<file path="src/abps_pkg.sv">
// ============================================================================
// abps_pkg
// Shared types, constants and helpers of the alpha-blend pixel store.
// ============================================================================
`default_nettype none

package abps_pkg;

    // Field widths
    localparam int unsigned COORD_W   = 16;
    localparam int unsigned COLOR_W   = 32;
    localparam int unsigned CHAN_W    = 8;
    localparam int unsigned CFG_W     = 10;
    localparam int unsigned CFG_IDX_W = 1;
    localparam int unsigned ALPHA_LSB = 24;
    localparam int unsigned NUM_CHAN  = 3;
    localparam int unsigned PROD_W    = 2 * CHAN_W;

    // Default store geometry
    localparam int unsigned DEF_MAX_WIDTH  = 512;
    localparam int unsigned DEF_MAX_HEIGHT = 512;

    // Depth of the request queue between front and back
    localparam int unsigned QUEUE_DEPTH = 2;

    // Register indexes on the configuration port
    localparam logic [CFG_IDX_W-1:0] REG_SCREEN_WIDTH  = 1'b0;
    localparam logic [CFG_IDX_W-1:0] REG_SCREEN_HEIGHT = 1'b1;
    localparam logic [CFG_W-1:0]     SCREEN_RESET      = CFG_W'(512);

    // Request kinds
    localparam logic ACT_WRITE = 1'b0;

    // Pixel constants
    localparam logic [COLOR_W-1:0] CLEAR_WORD   = 32'hFF00_0000;
    localparam logic [CHAN_W-1:0]  ALPHA_OPAQUE = 8'hFF;
    localparam logic [CHAN_W-1:0]  ALPHA_CLEAR  = 8'h00;

    // Classified request handed from front to back
    typedef struct packed {
        logic               action;
        logic               in_bounds;
        logic [COLOR_W-1:0] color;
    } task_t;

    // Result word held in the output slot
    typedef struct packed {
        logic [COLOR_W-1:0] stored_color;
        logic               in_bounds;
        logic               wrote;
    } result_t;

    // Back-end sequencer states
    typedef enum logic [2:0] {
        ST_CLEAR,
        ST_IDLE,
        ST_CALC,
        ST_WRITE
    } back_state_t;

    // floor(p / 255) for p <= 255*255, reciprocal form
    function automatic logic [CHAN_W-1:0] div255(input logic [PROD_W-1:0] p);
        logic [PROD_W:0] t;
        t = (PROD_W+1)'(p) + (PROD_W+1)'(p >> CHAN_W) + (PROD_W+1)'(1);
        return t[PROD_W-1:CHAN_W];
    endfunction

endpackage

`default_nettype wire

</file>
<file path="src/abps_front.sv">
// ============================================================================
// abps_front
// Screen registers, request acceptance, bounds check and address generation.
// ============================================================================
`default_nettype none

module abps_front
    import abps_pkg::*;
#(
    parameter int unsigned MAX_WIDTH  = DEF_MAX_WIDTH,
    parameter int unsigned MAX_HEIGHT = DEF_MAX_HEIGHT,
    parameter int unsigned AW         = 18
)
(
    input  wire logic                        clk,
    input  wire logic                        rst_n,
    input  wire logic                        cfg_valid,
    output logic                             cfg_ready,
    input  wire logic        [CFG_IDX_W-1:0] cfg_index,
    input  wire logic        [CFG_W-1:0]     cfg_data,
    input  wire logic                        push,
    output logic                             full,
    input  wire logic                        action,
    input  wire logic signed [COORD_W-1:0]   x_pos,
    input  wire logic signed [COORD_W-1:0]   y_pos,
    input  wire logic        [COLOR_W-1:0]   color,
    input  wire logic                        q_full,
    input  wire logic                        clr_done,
    output logic                             q_push,
    output task_t                            q_task,
    output logic             [AW-1:0]        q_addr
);

    localparam int unsigned IW = 2 * CFG_W + 1;

    logic [CFG_W-1:0]   width_reg, width_next;
    logic [CFG_W-1:0]   height_reg, height_next;
    logic [CFG_W-1:0]   w_eff;
    logic [CFG_W-1:0]   h_eff;
    logic               x_ok;
    logic               y_ok;
    logic               in_b;
    logic [2*CFG_W-1:0] row_base;
    logic [IW-1:0]      pix_idx;

    // Configuration writes, always ready
    assign cfg_ready = 1'b1;

    always_comb
    begin
        width_next  = width_reg;
        height_next = height_reg;
        if (cfg_valid)
        begin
            unique case (cfg_index)
                REG_SCREEN_WIDTH:  width_next  = cfg_data;
                REG_SCREEN_HEIGHT: height_next = cfg_data;
                default: ;
            endcase
        end
    end

    always_ff @(posedge clk or negedge rst_n)
    begin
        if (!rst_n)
        begin
            width_reg  <= SCREEN_RESET;
            height_reg <= SCREEN_RESET;
        end
        else
        begin
            width_reg  <= width_next;
            height_reg <= height_next;
        end
    end

    // Saturate screen size to the store geometry
    assign w_eff = (COORD_W'(width_reg) > COORD_W'(MAX_WIDTH))
                   ? CFG_W'(MAX_WIDTH) : width_reg;
    assign h_eff = (COORD_W'(height_reg) > COORD_W'(MAX_HEIGHT))
                   ? CFG_W'(MAX_HEIGHT) : height_reg;

    // Bounds check on signed coordinates
    assign x_ok = !x_pos[COORD_W-1] && ($unsigned(x_pos) < COORD_W'(w_eff));
    assign y_ok = !y_pos[COORD_W-1] && ($unsigned(y_pos) < COORD_W'(h_eff));
    assign in_b = x_ok && y_ok;

    // Linear address y*width + x
    assign row_base = (2*CFG_W)'(y_pos[CFG_W-1:0]) * (2*CFG_W)'(w_eff);
    assign pix_idx  = IW'(row_base) + IW'(x_pos[CFG_W-1:0]);

    // Hand the classified request to the queue
    assign full             = q_full || !clr_done;
    assign q_push           = push && !full;
    assign q_task.action    = action;
    assign q_task.in_bounds = in_b;
    assign q_task.color     = color;
    assign q_addr           = in_b ? AW'(pix_idx) : '0;

endmodule

`default_nettype wire

</file>
<file path="config.mk">
export PLATFORM = sky130hd
export DESIGN_NAME = abps_front
export DESIGN_NICKNAME = d
export VERILOG_FILES = /design/src/abps_pkg.sv /design/src/abps_front.sv
export SDC_FILE = /design/constraint.sdc
export NUM_CORES = 1
export LEC_CHECK = 0
export ABC_AREA = 1
export ABC_CLOCK_PERIOD_IN_PS = 14750
export BUFFER_PORTS_ARGS = -buffer_cell sky130_fd_sc_hd__buf_2
export CORE_MARGIN = 8
export CORE_UTILIZATION = 45
export CTS_CLUSTER_DIAMETER = 120
export DETAILED_ROUTE_END_ITERATION = 7
export PLACE_DENSITY_LB_ADDON = 0.12
export SYNTH_ARGS = -nofsm -noshare
export SYNTH_HDL_FRONTEND = slang
export SYNTH_SLANG_ARGS = --single-unit
</file>
<file path="constraint.sdc">
create_clock -name clk -period 14.75 [get_ports clk]
set_clock_uncertainty 0.15 [all_clocks]
set_input_delay 1.475 -clock clk [delete_from_list [all_inputs] [get_ports clk]]
set_output_delay 1.475 -clock clk [all_outputs]
set_load 0.02 [all_outputs]
</file>
=== Word-level counts from Yosys, hierarchy flattened ===
Index checks and enable logic that the tools add are counted.
W data, S select, Z words.

* Output and inout bits: 55
* Bits in registers: 20
* Input bits: 82

* Reduce and logical (&&, ||, !) cells: 11
* $lt $le $gt $ge: 4
* Multiply operators: 1
* Mux-type cells: 3
* Bitwise operators: 1
* Add/sub/neg operators: 1

{| class="wikitable"
|+ Operators by type and width
! cell !! count
|-
| $lt A16 B10 Y1 || 2
|-
| $gt A10 B10 Y1 const B || 2
|-
| $mux W10 || 2
|-
| $add A18 B10 Y18 || 1
|-
| $mul A10 B10 Y18 || 1
|-
| $mux W18 || 1
|-
| $logic_and A1 B1 Y1 || 4
|-
| $logic_not A1 Y1 || 4
|-
| $reduce_and A2 Y1 || 2
|-
| $logic_or A1 B1 Y1 || 1
|-
| $not A1 Y1 || 1
|}

=== Longest topological paths before layout ===
* Word-level depth: 6
* Depth in mapped cells: 28
* Depth with buffers taken out: 28

=== Worst setup path before layout ===
OpenSTA, ideal clock, no wires.

* Kind: input -> output
* From: input port y_pos[5]
* To: output port q_addr[17]
* Data required time: 13125 ps
* Setup slack: 7266 ps
* Stages: 22
* Arrival time: 5859 ps
* Buffers on the path: 1
* Cells stage by stage: clkbuf_1 nand2_1 fa_1 inv_1 fa_1 inv_1 fa_1 inv_1 fa_1 inv_1 fa_1 inv_1 ha_1 nand2_1 inv_1 a21oi_1 nand2_1 nand2_1 nand2_1 nand2_1 nand4_1 nor2_1

* Longest elaborated chain between the ends: 4
* Elaborated cells on any way between the ends: 6
* Those cells by class: 1 x add/sub; 1 x mul; 1 x order compare; 1 x mux; 2 x reduce/logical

{| class="wikitable"
|+ Ends and longest elaborated chain
! item !! RTL line !! source
|-
| start: declaration || abps_front.sv:25 || <nowiki>input wire logic signed [COORD_W-1:0] y_pos,</nowiki>
|-
| branches (longest 3 deep; another with $mul A10 B10 Y18) || - ||
|-
| $mux W18 * || abps_front.sv:98 || <nowiki>assign q_addr = in_b ? AW'(pix_idx) : '0;</nowiki>
|-
| end: declaration || abps_front.sv:31 || <nowiki>output logic [AW-1:0] q_addr</nowiki>
|}

Mark *: on every way between the ends.

=== Worst setup path after layout ===
Ends and elaborated chain as after synthesis.

==> flow_summary.json <==
{
  "hp-class": "register to register",
  "stdcell_area_mm2": 0.00563,
  "syn_area_mm2": 0.00533,
  "io_pins": 137,
  "core_mm2": 0.0115,
  "cp-start-kind": "input pin",
  "syn_nets": 943,
  "setup_ws_ns": 7.10,
  "clk_pin_slew_ns": 0.05,
  "cts_max_level": 1,
  "slew_violations": 0,
  "grt_first_pass_wirelength_um": 22200,
  "synth.largest_area_cell": "fa_1",
  "cts_resized": 0,
  "cp-end-kind": "primary output",
  "cts-root-buf": "clkbuf_16",
  "avgSynthCellArea_um2": 7.37,
  "yosysTopAreaCellShare": 0.267,
  "die_w_um": 125,
  "cts_sinks": 20,
  "antenna_left": 0,
  "mostFrequentLayoutCells": "169 x nand2_1, 155 x inv_1, 85 x nor2_1",
  "synth-seq-cells": 20,
  "post_drt_wl_per_cell_um": 14.5,
  "first_global_vias": 4672,
  "cts_setup_buffers": 0,
  "layout-drive-gt1-share": 0.135,
  "placed_cell_area_mm2": 0.00555,
  "setup_viol": 0,
  "syn_inst": 723,
  "hold_buffers": 0,
  "gp_congestion": 0.884,
  "num_rows": 39,
  "finish.utilization": 0.491,
  "cts_tree": "yes",
  "place_ws_ns": 7.10,
  "cap_viol_max_count": 0,
  "rsz0062_at_grt": "no",
  "grt_start_max_net_pins": 21,
  "critPathRequiredTime_ns": 13.12,
  "max_slew_margin": 0.660,
  "status": "completed",
  "finalCritPeriodShare": 0.519,
  "period_needed_ns": 7.65,
  "hold_violations": 0,
  "dieArea_mm2": 0.0156,
  "port_buffers": 69,
  "cts_buffer_depth": 2,
  "crit_fanout": 9,
  "slowest_stage": "fa_1",
  "antenna_found_initial": 0,
  "cp.arrival_ns": 6.02,
  "vias": 4341,
  "dr.pass1.iters": 6,
  "setup_tns_ns": 0,
  "ys_warn_count": 0,
  "fmax_ghz": 0.131,
  "area_growth_pct": 5.68,
  "cts_buffers": 3,
  "drtIter0Drc": 200,
  "mostFrequentLayoutCell": "nand2_1",
  "routed_wl_um": 13000,
  "dpl.hpwl_um": 11400,
  "grt_usage": 0.169,
  "clk_latency_ns": 0.25,
  "ys_top_cells_by_area": "fa_1 27%, ha_1 16%, nand2_1 12%",
  "power_uw": 756,
  "p_leak_nw": 3.35,
  "start_util": 0.465,
  "cp_slowest_stage_delay_ns": 0.54,
  "gr-total-overflow": 0,
  "die_y_um": 125,
  "synth_cell_types": 35,
  "vias_per_cell": 4.84,
  "worstSetupPathType": "input pin to primary output",
  "final_nets": 974,
  "ir_worst_vdd_uv": 134,
  "diodes": 0,
  "p_per_area_mw_per_mm2": 134,
  "path_cells": "buf_2, nand2_1, fa_1, inv_1, fa_1, inv_1, fa_1, inv_1, fa_1, inv_1, fa_1, inv_1, ha_1, nand2_1, inv_1, a21oi_1, nand2_1, nand2_1, nand2_1, nand2_1, nand4_1, nor2_1, buf_2",
  "ys_seq_area_frac": 0.0944,
  "remaining_drc_errors": 0,
  "worst_pin_slew_ns": 0.509
}
cell families (layout without fill, tap and decap cells):
| kind of cell | after synthesis | in the layout | share of synthesized area |
|---|---|---|---|
| compound gates | 41 | 41 | 0.0399 |
| xor+xnor | 13 | 13 | 0.0214 |
| fa+ha+maj | 138 | 138 | 0.424 |
| buf+inv | 205 | 235 | 0.171 |
| flops | 20 | 20 | 0.0944 |
| other cells | 1 | 1 | 0.000704 |
| simple gates | 305 | 305 | 0.249 |
metrics by stage:
stage	std cells	hold WS (ns)
floorplan	723	0.316
global placement	892	0.343
detailed placement	892	0.347
CTS	896	0.355
global route	896	0.399
finish	896	0.355
critical path, delay by kind of cell:
| family | cells | cell delay [ns] |
|---|---|---|
| adders and majority gates | 6 | 2.90 |
| and+or+nand+nor | 8 | 0.79 |
| AOI/OAI and AO/OA | 1 | 0.20 |
| buffers and inverters | 8 | 0.64 |
cell usage after synthesis:
cell / count
a211oi_1: 1
a21oi_1: 16
a31oi_1: 2
and3_1: 1
buf_1: 1
buf_4: 35
buf_6: 1
clkbuf_1: 6
clkinv_2: 1
conb_1: 1
dfrtp_1: 18
dfstp_2: 2
fa_1: 71
ha_1: 67
inv_1: 155
inv_2: 6
nand2_1: 169
nand2_2: 1
nand2_4: 8
nand3_1: 16
nand3_4: 1
nand3b_1: 1
nand4_1: 6
nor2_1: 85
nor2_2: 8
nor2_4: 2
nor3_1: 2
nor3_4: 1
nor3b_1: 2
nor4_1: 1
o21ai_0: 21
o21bai_1: 1
or4_1: 1
xnor2_1: 9
xor2_1: 4
per-layer routing:
metal	vias to the layer above	wire length, µm	GRT usage
li1	2186	-	-
met1	2006	5790	0.209
met2	139	6280	0.307
met3	10	803	0.0272
met4	0	112	0.0238
met5	-	0	0
path summary, 6_finish.rpt:
kind,startpoint,end,slack [ns],depth (start not counted)
max,y_pos[5],q_addr[17],7.10,23
min reg2reg,height_reg[9]$_DFFE_PN1P_,height_reg[9]$_DFFE_PN1P_,0.36,2
min,height_reg[9]$_DFFE_PN1P_,height_reg[9]$_DFFE_PN1P_,0.36,2
max in group asynchronous,rst_n,height_reg[9]$_DFFE_PN1P_,13.10,1
min in group asynchronous,rst_n,height_reg[5]$_DFFE_PN0P_,1.01,1
max reg2reg,width_reg[9]$_DFFE_PN1P_,width_reg[9]$_DFFE_PN1P_,13.57,2
cell type report:
class                   instances  area (µm²)
multi-input cells             498        3920
flip-flops and latches         20         503
repair buffers                 69         345
well taps                     143         179
inverters                     162         609
clock buffers                   4        78.8
fillers                      1226        5840
where the power goes:
part	internal (mW)	leakage (nW)	switching (mW)
clock	0.0367	0.0382	0.0182
sequential	0.0624	0.244	0.00885
combinational	0.243	3.07	0.387
total	0.342	3.35	0.414
Power figures use the tool's default switching activity.
