==> src/abps_queue.sv <==
// ============================================================================
// abps_queue
// Small register FIFO decoupling the request front from the pixel back end.
// ============================================================================
`default_nettype none

module abps_queue
#(
    parameter int unsigned WIDTH = 8,
    parameter int unsigned DEPTH = 2
)
(
    input  wire logic             clk,
    input  wire logic             rst_n,
    input  wire logic             push,
    input  wire logic [WIDTH-1:0] din,
    output logic                  full,
    input  wire logic             pop,
    output logic                  valid,
    output logic      [WIDTH-1:0] dout
);

    localparam int unsigned PW = (DEPTH > 1) ? $clog2(DEPTH) : 1;
    localparam int unsigned CW = $clog2(DEPTH + 1);

    logic [WIDTH-1:0] slot_reg [DEPTH];
    logic [PW-1:0]    head_reg, head_next;
    logic [PW-1:0]    tail_reg, tail_next;
    logic [CW-1:0]    count_reg, count_next;

    assign full  = (count_reg == CW'(DEPTH));
    assign valid = (count_reg != '0);
    assign dout  = slot_reg[head_reg];

    // Pointer and fill-count update
    always_comb
    begin
        head_next  = head_reg;
        tail_next  = tail_reg;
        count_next = count_reg;
        if (push)
        begin
            tail_next = (tail_reg == PW'(DEPTH - 1)) ? '0 : tail_reg + PW'(1);
        end
        if (pop)
        begin
            head_next = (head_reg == PW'(DEPTH - 1)) ? '0 : head_reg + PW'(1);
        end
        if (push && !pop)
        begin
            count_next = count_reg + CW'(1);
        end
        else if (pop && !push)
        begin
            count_next = count_reg - CW'(1);
        end
    end

    always_ff @(posedge clk or negedge rst_n)
    begin
        if (!rst_n)
        begin
            head_reg  <= '0;
            tail_reg  <= '0;
            count_reg <= '0;
        end
        else
        begin
            head_reg  <= head_next;
            tail_reg  <= tail_next;
            count_reg <= count_next;
        end
    end

    // Storage
    always_ff @(posedge clk)
    begin
        if (push)
        begin
            slot_reg[tail_reg] <= din;
        end
    end

endmodule

`default_nettype wire

==> config.mk <==
export PLATFORM = sky130hd
export DESIGN_NAME = abps_queue
export DESIGN_NICKNAME = d
export VERILOG_FILES = /design/src/abps_queue.sv
export SDC_FILE = /design/constraint.sdc
export NUM_CORES = 1
export LEC_CHECK = 0
export CAP_MARGIN = 20
export CORE_MARGIN = 2
export CORE_UTILIZATION = 56
export CTS_BUF_LIST = sky130_fd_sc_hd__clkbuf_8
export DETAILED_ROUTE_END_ITERATION = 16
export DONT_BUFFER_PORTS = 1
export PLACE_DENSITY = 0.72
export SYNTH_ARGS = -nofsm -noshare
export SYNTH_HDL_FRONTEND = slang
export SYNTH_SLANG_ARGS = --single-unit
==> constraint.sdc <==
create_clock -name clk -period 1.05 [get_ports clk]
set_input_delay 0.21 -clock clk [delete_from_list [all_inputs] [get_ports clk]]
set_output_delay 0.21 -clock clk [all_outputs]
set_load 0.1 [all_outputs]
# After elaboration in Yosys (flattened, before gate mapping)
# Memory sizes are Yosys's and may differ from the RTL's.
# Index checks and enable logic that the tools add are counted.
# totals
mem_bits_rw,16
memories,1
output_inout_bits,10
wordCells,21
input_bits,12
reg_bits,4
# mem_list
name,words,word_bits,read_ports,rd_ports_with_merged_regs,wr,line,source
slot_reg,2,8,1,0,1,26,logic [WIDTH-1:0] slot_reg [DEPTH];
# op_classes
add_sub_neg,4
muxes,6
n_eq_ne,1
reduce_logical,6
# ops
op,n
$mux W1,4
$mux W2,2
$reduce_bool A2 Y1,2
$add A1 B1 Y1 const B,2
$add A2 B1 Y2 const B,1
$eq A2 B2 Y1 const B,1
$logic_and A1 B1 Y1,2
$logic_not A1 Y1,2
$sub A2 B1 Y2 const B,1

# Longest topological paths before layout
# Gate-level depths: netlist of the first run.
# logic_depth
ltp_word,4
ltp_mapped,5
mapped_depth_nobuf,5

# Worst setup path after synthesis of the first run
# Ideal clock, no wire load.
# synth_path
path_kind,flip-flop to output port
startpoint,register head_reg
endpoint,output port dout[0]
n_path_buf,1
path_stages_with_launch,3
arrival_time_ps,1043
required_time_ps,840
setup_slack_ps,-203
path_cell_list,dfrtp_1 -> buf_6 -> mux2_2
# synth_via
elab_chain_len,1
# synth_lines
element,line,source
from (decl),27,"logic [PW-1:0] head_reg, head_next;"
from (signal assigned),69,head_reg <= head_next;
$mem_v2 Z2 W8,n/a,
to (decl),20,output logic [WIDTH-1:0] dout
# Every way passes these cells.

# Worst setup path after layout of the first run
# Ends and elaborated chain as after synthesis.

==> metrics.md, run 1 <==
| Metric | Value |
|---|---|
| Outcome | `finished, violations left` |
| Failing checks | `setup timing` |
| Final setup fails | `15` |
| Share of cells above drive strength 1 | `44.4%` |
| Die area | `1690 sq um` |
| Max Freq | `685 MHz` |
| Post-synthesis mux area share | `11.7%` |
| Post-synth top area share | `62.1%` |
| Largest family of logic cells by synthesized area | `multiplexers` |
| Drc violations | `0` |
| Largest net degree at the start of global routing | `13` |
| Htree depth | `1` |
| Register area | `between 500 and 600 sq um` |
| Max FFs per register | `16` |
| Gr ovfl total | `0` |
| GP Congestion | `0.722` |
| Cell Count, Final, Fillers Out | `69` |
| Vias in the first global route | `366` |
| Vias | `approximately 370` |
| Worst Skew | `0.00137 ns` |
| WL/cell | `20.0 um` |
| Area growth, synth to finish | `29.1%` |
| Number of CTS-inserted buffers | `3` |
| XOR/XNOR Fraction of Synth Area | `5.66%` |
| Post-synthesis cell type count | `13` |
| # fillers | `77` |
| Worst Tran Pin Value | `just over 0.3 ns` |
| Num Clock Sinks | `20` |
| Critical Path AT | `approximately 1.3 ns` |
| GRT Total Usage | `between 10% and 20%` |
| Syn Std Cell Area | `773 sq um` |
| PortBufs | `0` |
| Max-slew violations | `0` |
| Final hold viol count | `0` |
| Width of the die | `41.2 um` |
| Worst setup EP type | `output port` |
| Critical Path RT | `0.84 ns` |
| Synth area leaders | `edfxtp_1 (62%), dfrtp_1 (13%), mux2_2 (12%)` |
| Antenna Cells | `0` |
| Die Y | `41.2 um` |
| RSZ-0062 raised after global routing | `true` |
| Pre-CTS setup slack | `-0.136 ns` |
| 1st-iter DRT viols | `6` |
| Mean Syn Cell Area | `18.9 sq um` |
| Final critical-path share of the clock period | `139%` |
| Adder-cell share of the synthesized area | `1.62%` |
| Initial antenna violation count | `0` |
| Setup TNS Final | `-3.75 ns` |
| Syn nets | `54` |
| Post-Route WL | `approximately 1.4 mm` |
| Number of max-cap violations | `0` |
| Drt via density | `5.39` |
| Yosys warns | `0` |
| Detail Route Antenna Nets | `0` |
| NumNets Final | `~70` |
| Multi-input gate area | `214 sq um` |
| Clock Tree Buf Depth | `2` |
| CTS tree | `yes` |
| Placed insts | `62` |
| I/O pins | `22` |
| Worst skew pair latency | `roughly 0.25 ns` |
| Starting Density | `59.4%` |
| FP Rows | `13` |
| CTS Root Buffer Type | `clkbuf_8` |
| Post-synthesis sequential area ratio | `75.1%` |
| Core Region | `1300 sq um` |
| Synthesized instance count | `41` |
| Simple-gate share of the synthesized area | `between 4 and 5%` |
| First-pass GRT wire length | `1.79 mm` |
| Hold Slack | `0.0425 ns` |
| TritonRoute pass-1 iters | `4` |
| Relative slew margins | `approximately four fifths` |
| Leading area contributor after synthesis | `edfxtp_1` |
| Hold Crit Class | `in -> reg` |
| Hold Crit Depth | `1` |
| Synth Register Bits | `20` |
| Final min period | `1.46 ns` |
| Final setup margin | `-0.410 ns` |
| Reg clk slew, reported paths | `about 0.07 ns` |
| Setup crit start kind | `flip-flop` |
| Worst Reg-to-Reg Cells | `2` |
| Critical-path maximum fanout | `9` |
| Setup CP Type | `reg -> out` |
| Complex-gate fraction of the synthesized area | `0%` |
==> critical path, stage by stage, from the launching register on <==
cell and delay [ns]:
dfrtp_1 0.40, buf_12 0.15, mux2_4 0.44
==> per-stage QoR <==
step | util, % | cell area (sq um)
final | 76.7 | 998
after global routing | 76.7 | 998
after CTS | 75.0 | 976
after detailed placement | 68.8 | 895
after global placement | 68.8 | 895
after floorplan | - | 810
==> cell usage in the layout, fill, tap and decap left out <==
cell type	synthesis	routed
edfxtp_1	16	16
mux2_4	0	8
buf_4	0	5
xor2_1	4	4
dfrtp_1	4	4
clkbuf_8	0	3
buf_6	1	2
buf_12	0	2
or2_4	0	1
and2b_4	0	1
and2_1	1	1
nor2b_2	0	1
xnor2_1	1	1
nor2_1	1	1
inv_1	1	1
ha_1	1	1
bufinv_16	0	1
dlygate4sd3_1	0	1
==> cell usage after synthesis (all sizes together) <==
cell / n
ha: 1
xnor2: 1
xor2: 4
and2b: 1
inv: 1
edfxtp: 16
nor2b: 1
and2: 1
nor2: 1
buf: 1
mux2: 8
or2: 1
dfrtp: 4
==> worst paths after layout <==
path | start | endpoint | slack [ns]
max | head_reg$_DFFE_PN0P_ | dout[0] | -0.41
min | push | tail_reg$_DFFE_PN0P_ | 0.04
max reg2reg | tail_reg$_DFFE_PN0P_ | slot_reg[1][4]$_DFFE_PP_ | 0
min reg2reg | count_reg[0]$_DFFE_PN0P_ | count_reg[0]$_DFFE_PN0P_ | 0.61
max in group asynchronous | rst_n | count_reg[1]$_DFFE_PN0P_ | 0.65
min in group asynchronous | rst_n | head_reg$_DFFE_PN0P_ | 0.23
==> final cells by class <==
cell class / instances / share of cell area [%]
Clock buffer: 3 / 4.14
Clock inverter: 1 / 3.01
Inverter: 1 / 0.376
Tap cell: 15 / 1.88
Multi-Input combinational cell: 19 / 21.4
Sequential cell: 20 / 58.1
Timing Repair Buffer: 10 / 11.0
==> metal layers <==
metal	share of wire [%]	vias up	GRT usage [%]
met5	0	-	0
met4	0	0	2.42
met3	5.2	0	5.43
met2	60	16	40.2
met1	34	185	16.8
li1	-	171	-
==> timing repair <==
action | CTS | global route
pin swaps | 1 | 3
setup endpoints to repair | 10 | 21
setup buffers | 0 | 2
hold buffers | 1 | 0
hold endpoints to repair | 4 | 0
gates resized for setup | 0 | 2
==> cells by family (layout without fill, tap and decap cells) <==
| logic type | Yosys count | after routing |
|---|---|---|
| simple gates | 5 | 5 |
| flops | 20 | 20 |
| mux | 8 | 8 |
| fa+ha+maj | 1 | 1 |
| xor+xnor | 5 | 5 |
| buf+inv | 2 | 15 |
Power of run 1 is not shown: default switching activity piles up to over one toggle a cycle in this logic, so the estimate is an artifact.
==> run 2, diff against run 1 <==
CORE_UTILIZATION = 52   (was 56)
CTS_BUF_LIST = not set   (was sky130_fd_sc_hd__clkbuf_8)
PLACE_DENSITY = 0.68   (was 0.72)
==> run 2 against run 1 <==
Net effect:
- the flow still finishes with violations (setup timing)
- hold slack gained 0.11 ns
- via count up 9.4%
- design area up 8.4%
- clock skew down 0.00074 ns
- non-clock buffer count up 11
- critical path depth stayed put
- sequential share of layout area down 4.5 points
- critical endpoint is now dout[6]
- largest cell class unchanged
==> metrics.md, run 2 (synthesis results as in run 1) <==
| Metric | Value |
|---|---|
| Reg2Reg Setup Slack | `-0.09 ns (-0.09 ns)` |
| CTS Root Buffer Type | `clkbuf_4` |
| Drc violations | `0 (unchanged)` |
| RSZ-0062 raised after global routing | `true` |
| CTS tree | `yes` |
| Failing checks | `setup timing` |
| Critical-path maximum fanout | `5 (-4)` |
| Gr ovfl total | `0 (unchanged)` |
| Hold Crit Start | `push` |
| Final instance area | `1080 sq um (+8.4%)` |
| Critical Path AT | `1.29 ns (+0.04 ns)` |
| Most frequent cells in the layout | `edfxtp_1 (16), dlygate4sd3_1 (11), mux2_4 (8), buf_4 (5)` |
| Final setup fails | `11 (-4)` |
| Hold Crit Depth | `2 (+1)` |
| Htree depth | `1 (unchanged)` |
| Final critical-path share of the clock period | `143% (+3.8 points)` |
| Width of the die | `42.6 um (+3.4%)` |
| Worst Reg-to-Reg Cells | `5 (+3)` |
| Number of max-cap violations | `0 (unchanged)` |
| Core Region | `1350 sq um (+3.7%)` |
| WL/cell | `16.2 um (-19%)` |
| Number of CTS-inserted buffers | `3 (unchanged)` |
| Largest net degree at the start of global routing | `13 (unchanged)` |
| Worst Skew | `0.000626 ns (-0.000740 ns)` |
| Die area | `1810 sq um (+6.9%)` |
| TritonRoute pass-1 iters | `3 (-1)` |
| Num Clock Sinks | `20 (unchanged)` |
| 1st-iter DRT viols | `2 (-4)` |
| Reg clk slew, reported paths | `0.10 ns (+0.03 ns)` |
| Area growth, synth to finish | `40.0%` |
| Max-slew violations | `0 (unchanged)` |
| PortBufs | `0 (unchanged)` |
| Max FFs per register | `16 (unchanged)` |
| Setup TNS Final | `-4.28 ns (-0.528 ns)` |
| Share of cells above drive strength 1 | `38.5% (-6.0 points)` |
| NumNets Final | `79 (+16%)` |
| Starting Density | `57.3% (-2.1 points)` |
| GP Congestion | `0.648 (-10%)` |
| Antenna Cells | `0 (unchanged)` |
| Hold Path End | `count_reg[0]$_DFFE_PN0P_` |
| Placed insts | `63 (+1.6%)` |
| Final min period | `1.50 ns (+0.0402 ns)` |
| Post-DP HPWL | `roughly 900 um` |
| First-pass GRT wire length | `1.97 mm (+10%)` |
| Outcome | `finished, violations left` |
| FP Rows | `13 (unchanged)` |
| Vias in the first global route | `433 (+18%)` |
| Die Y | `42.6 um (+3.4%)` |
| Worst R2R End | `count_reg[1]$_DFFE_PN0P_` |
| Critical Path RT | `0.84 ns (about the same)` |
| Worst R2R Start | `count_reg[0]$_DFFE_PN0P_` |
| Drt via density | `5.09 (-5.6%)` |
| Util after Layout | `80.2% (+3.4 points)` |
| I/O pins | `22 (unchanged)` |
| Relative slew margins | `79.6% (about the same)` |
| Detail Route Antenna Nets | `0 (unchanged)` |
| Commonest non-fill, non-tap cell in the layout | `edfxtp_1` |
| Vias | `407 (+9.4%)` |
| Cell Count, Final, Fillers Out | `80 (+16%)` |
| Final hold viol count | `0 (unchanged)` |
| Post-Route WL | `1.30 mm (-5.9%)` |
| Placed cell area | `890 sq um (-0.56%)` |
| Worst setup EP type | `output port` |
| Hold Crit Class | `in -> reg` |
| Final setup margin | `-0.450 ns (-0.0402 ns)` |
| Clock Tree Buf Depth | `2 (unchanged)` |
| Worst Tran Pin Value | `0.308 ns (-0.000428 ns)` |
| Max Freq | `667 MHz (-2.7%)` |
| Worst skew pair latency | `0.29 ns (+0.04 ns)` |
| Setup CP Type | `reg -> out` |
| Setup crit start kind | `flip-flop` |
| Initial antenna violation count | `0 (unchanged)` |
| GRT Total Usage | `16.2% (-2.7 points)` |
run 2: through the flow:
step | worst slack [ns] | hold slack, ns
after global routing | -0.489 | 0.158
after global placement | -0.116 | -0.0855
final | -0.450 | 0.152
after floorplan | -0.0908 | -0.0856
after detailed placement | -0.129 | -0.0855
after CTS | -0.472 | 0.138
run 2: layout make-up:
| cell class | instances | area, sq um |
|---|---|---|
| well taps | 15 | 18.8 |
| clock buffers | 3 | 22.5 |
| fillers | 60 | 268 |
| repair buffers | 21 | 213 |
| clock inverters | 1 | 30.0 |
| flip-flops and latches | 20 | 581 |
| inverters | 1 | 3.75 |
| multi-input cells | 19 | 214 |
run 2: layer usage:
layer	global-route usage (%)	routed length, um
met5	0	0
met4	7.50	14
met3	3.88	59
met2	29.2	721
met1	17.5	502
run 2: how the worst max path moves through the flow:
stage                   end  depth (start not counted)                  from
global placement    dout[6]                          2  head_reg$_DFFE_PN0P_
floorplan           dout[0]                          2  head_reg$_DFFE_PN0P_
finish              dout[6]                          2  head_reg$_DFFE_PN0P_
CTS                 dout[6]                          2  head_reg$_DFFE_PN0P_
detailed placement  dout[6]                          2  head_reg$_DFFE_PN0P_
global route        dout[3]                          2  head_reg$_DFFE_PN0P_
run 2: what timing repair did:
action                                  4_1_cts  5_1_grt
hold buffers                                 11        0
setup buffers                                 1        1
hold endpoints to repair                     22        0
pin swaps                                     3        1
endpoints found under the setup margin       11       11
resized for setup                             3        1
run 2: critical path: stages (launching register included):
cell and delay, ns:
dfrtp_1 0.42, buf_6 0.14, mux2_4 0.43
Power of run 2 is left out for the same reason.
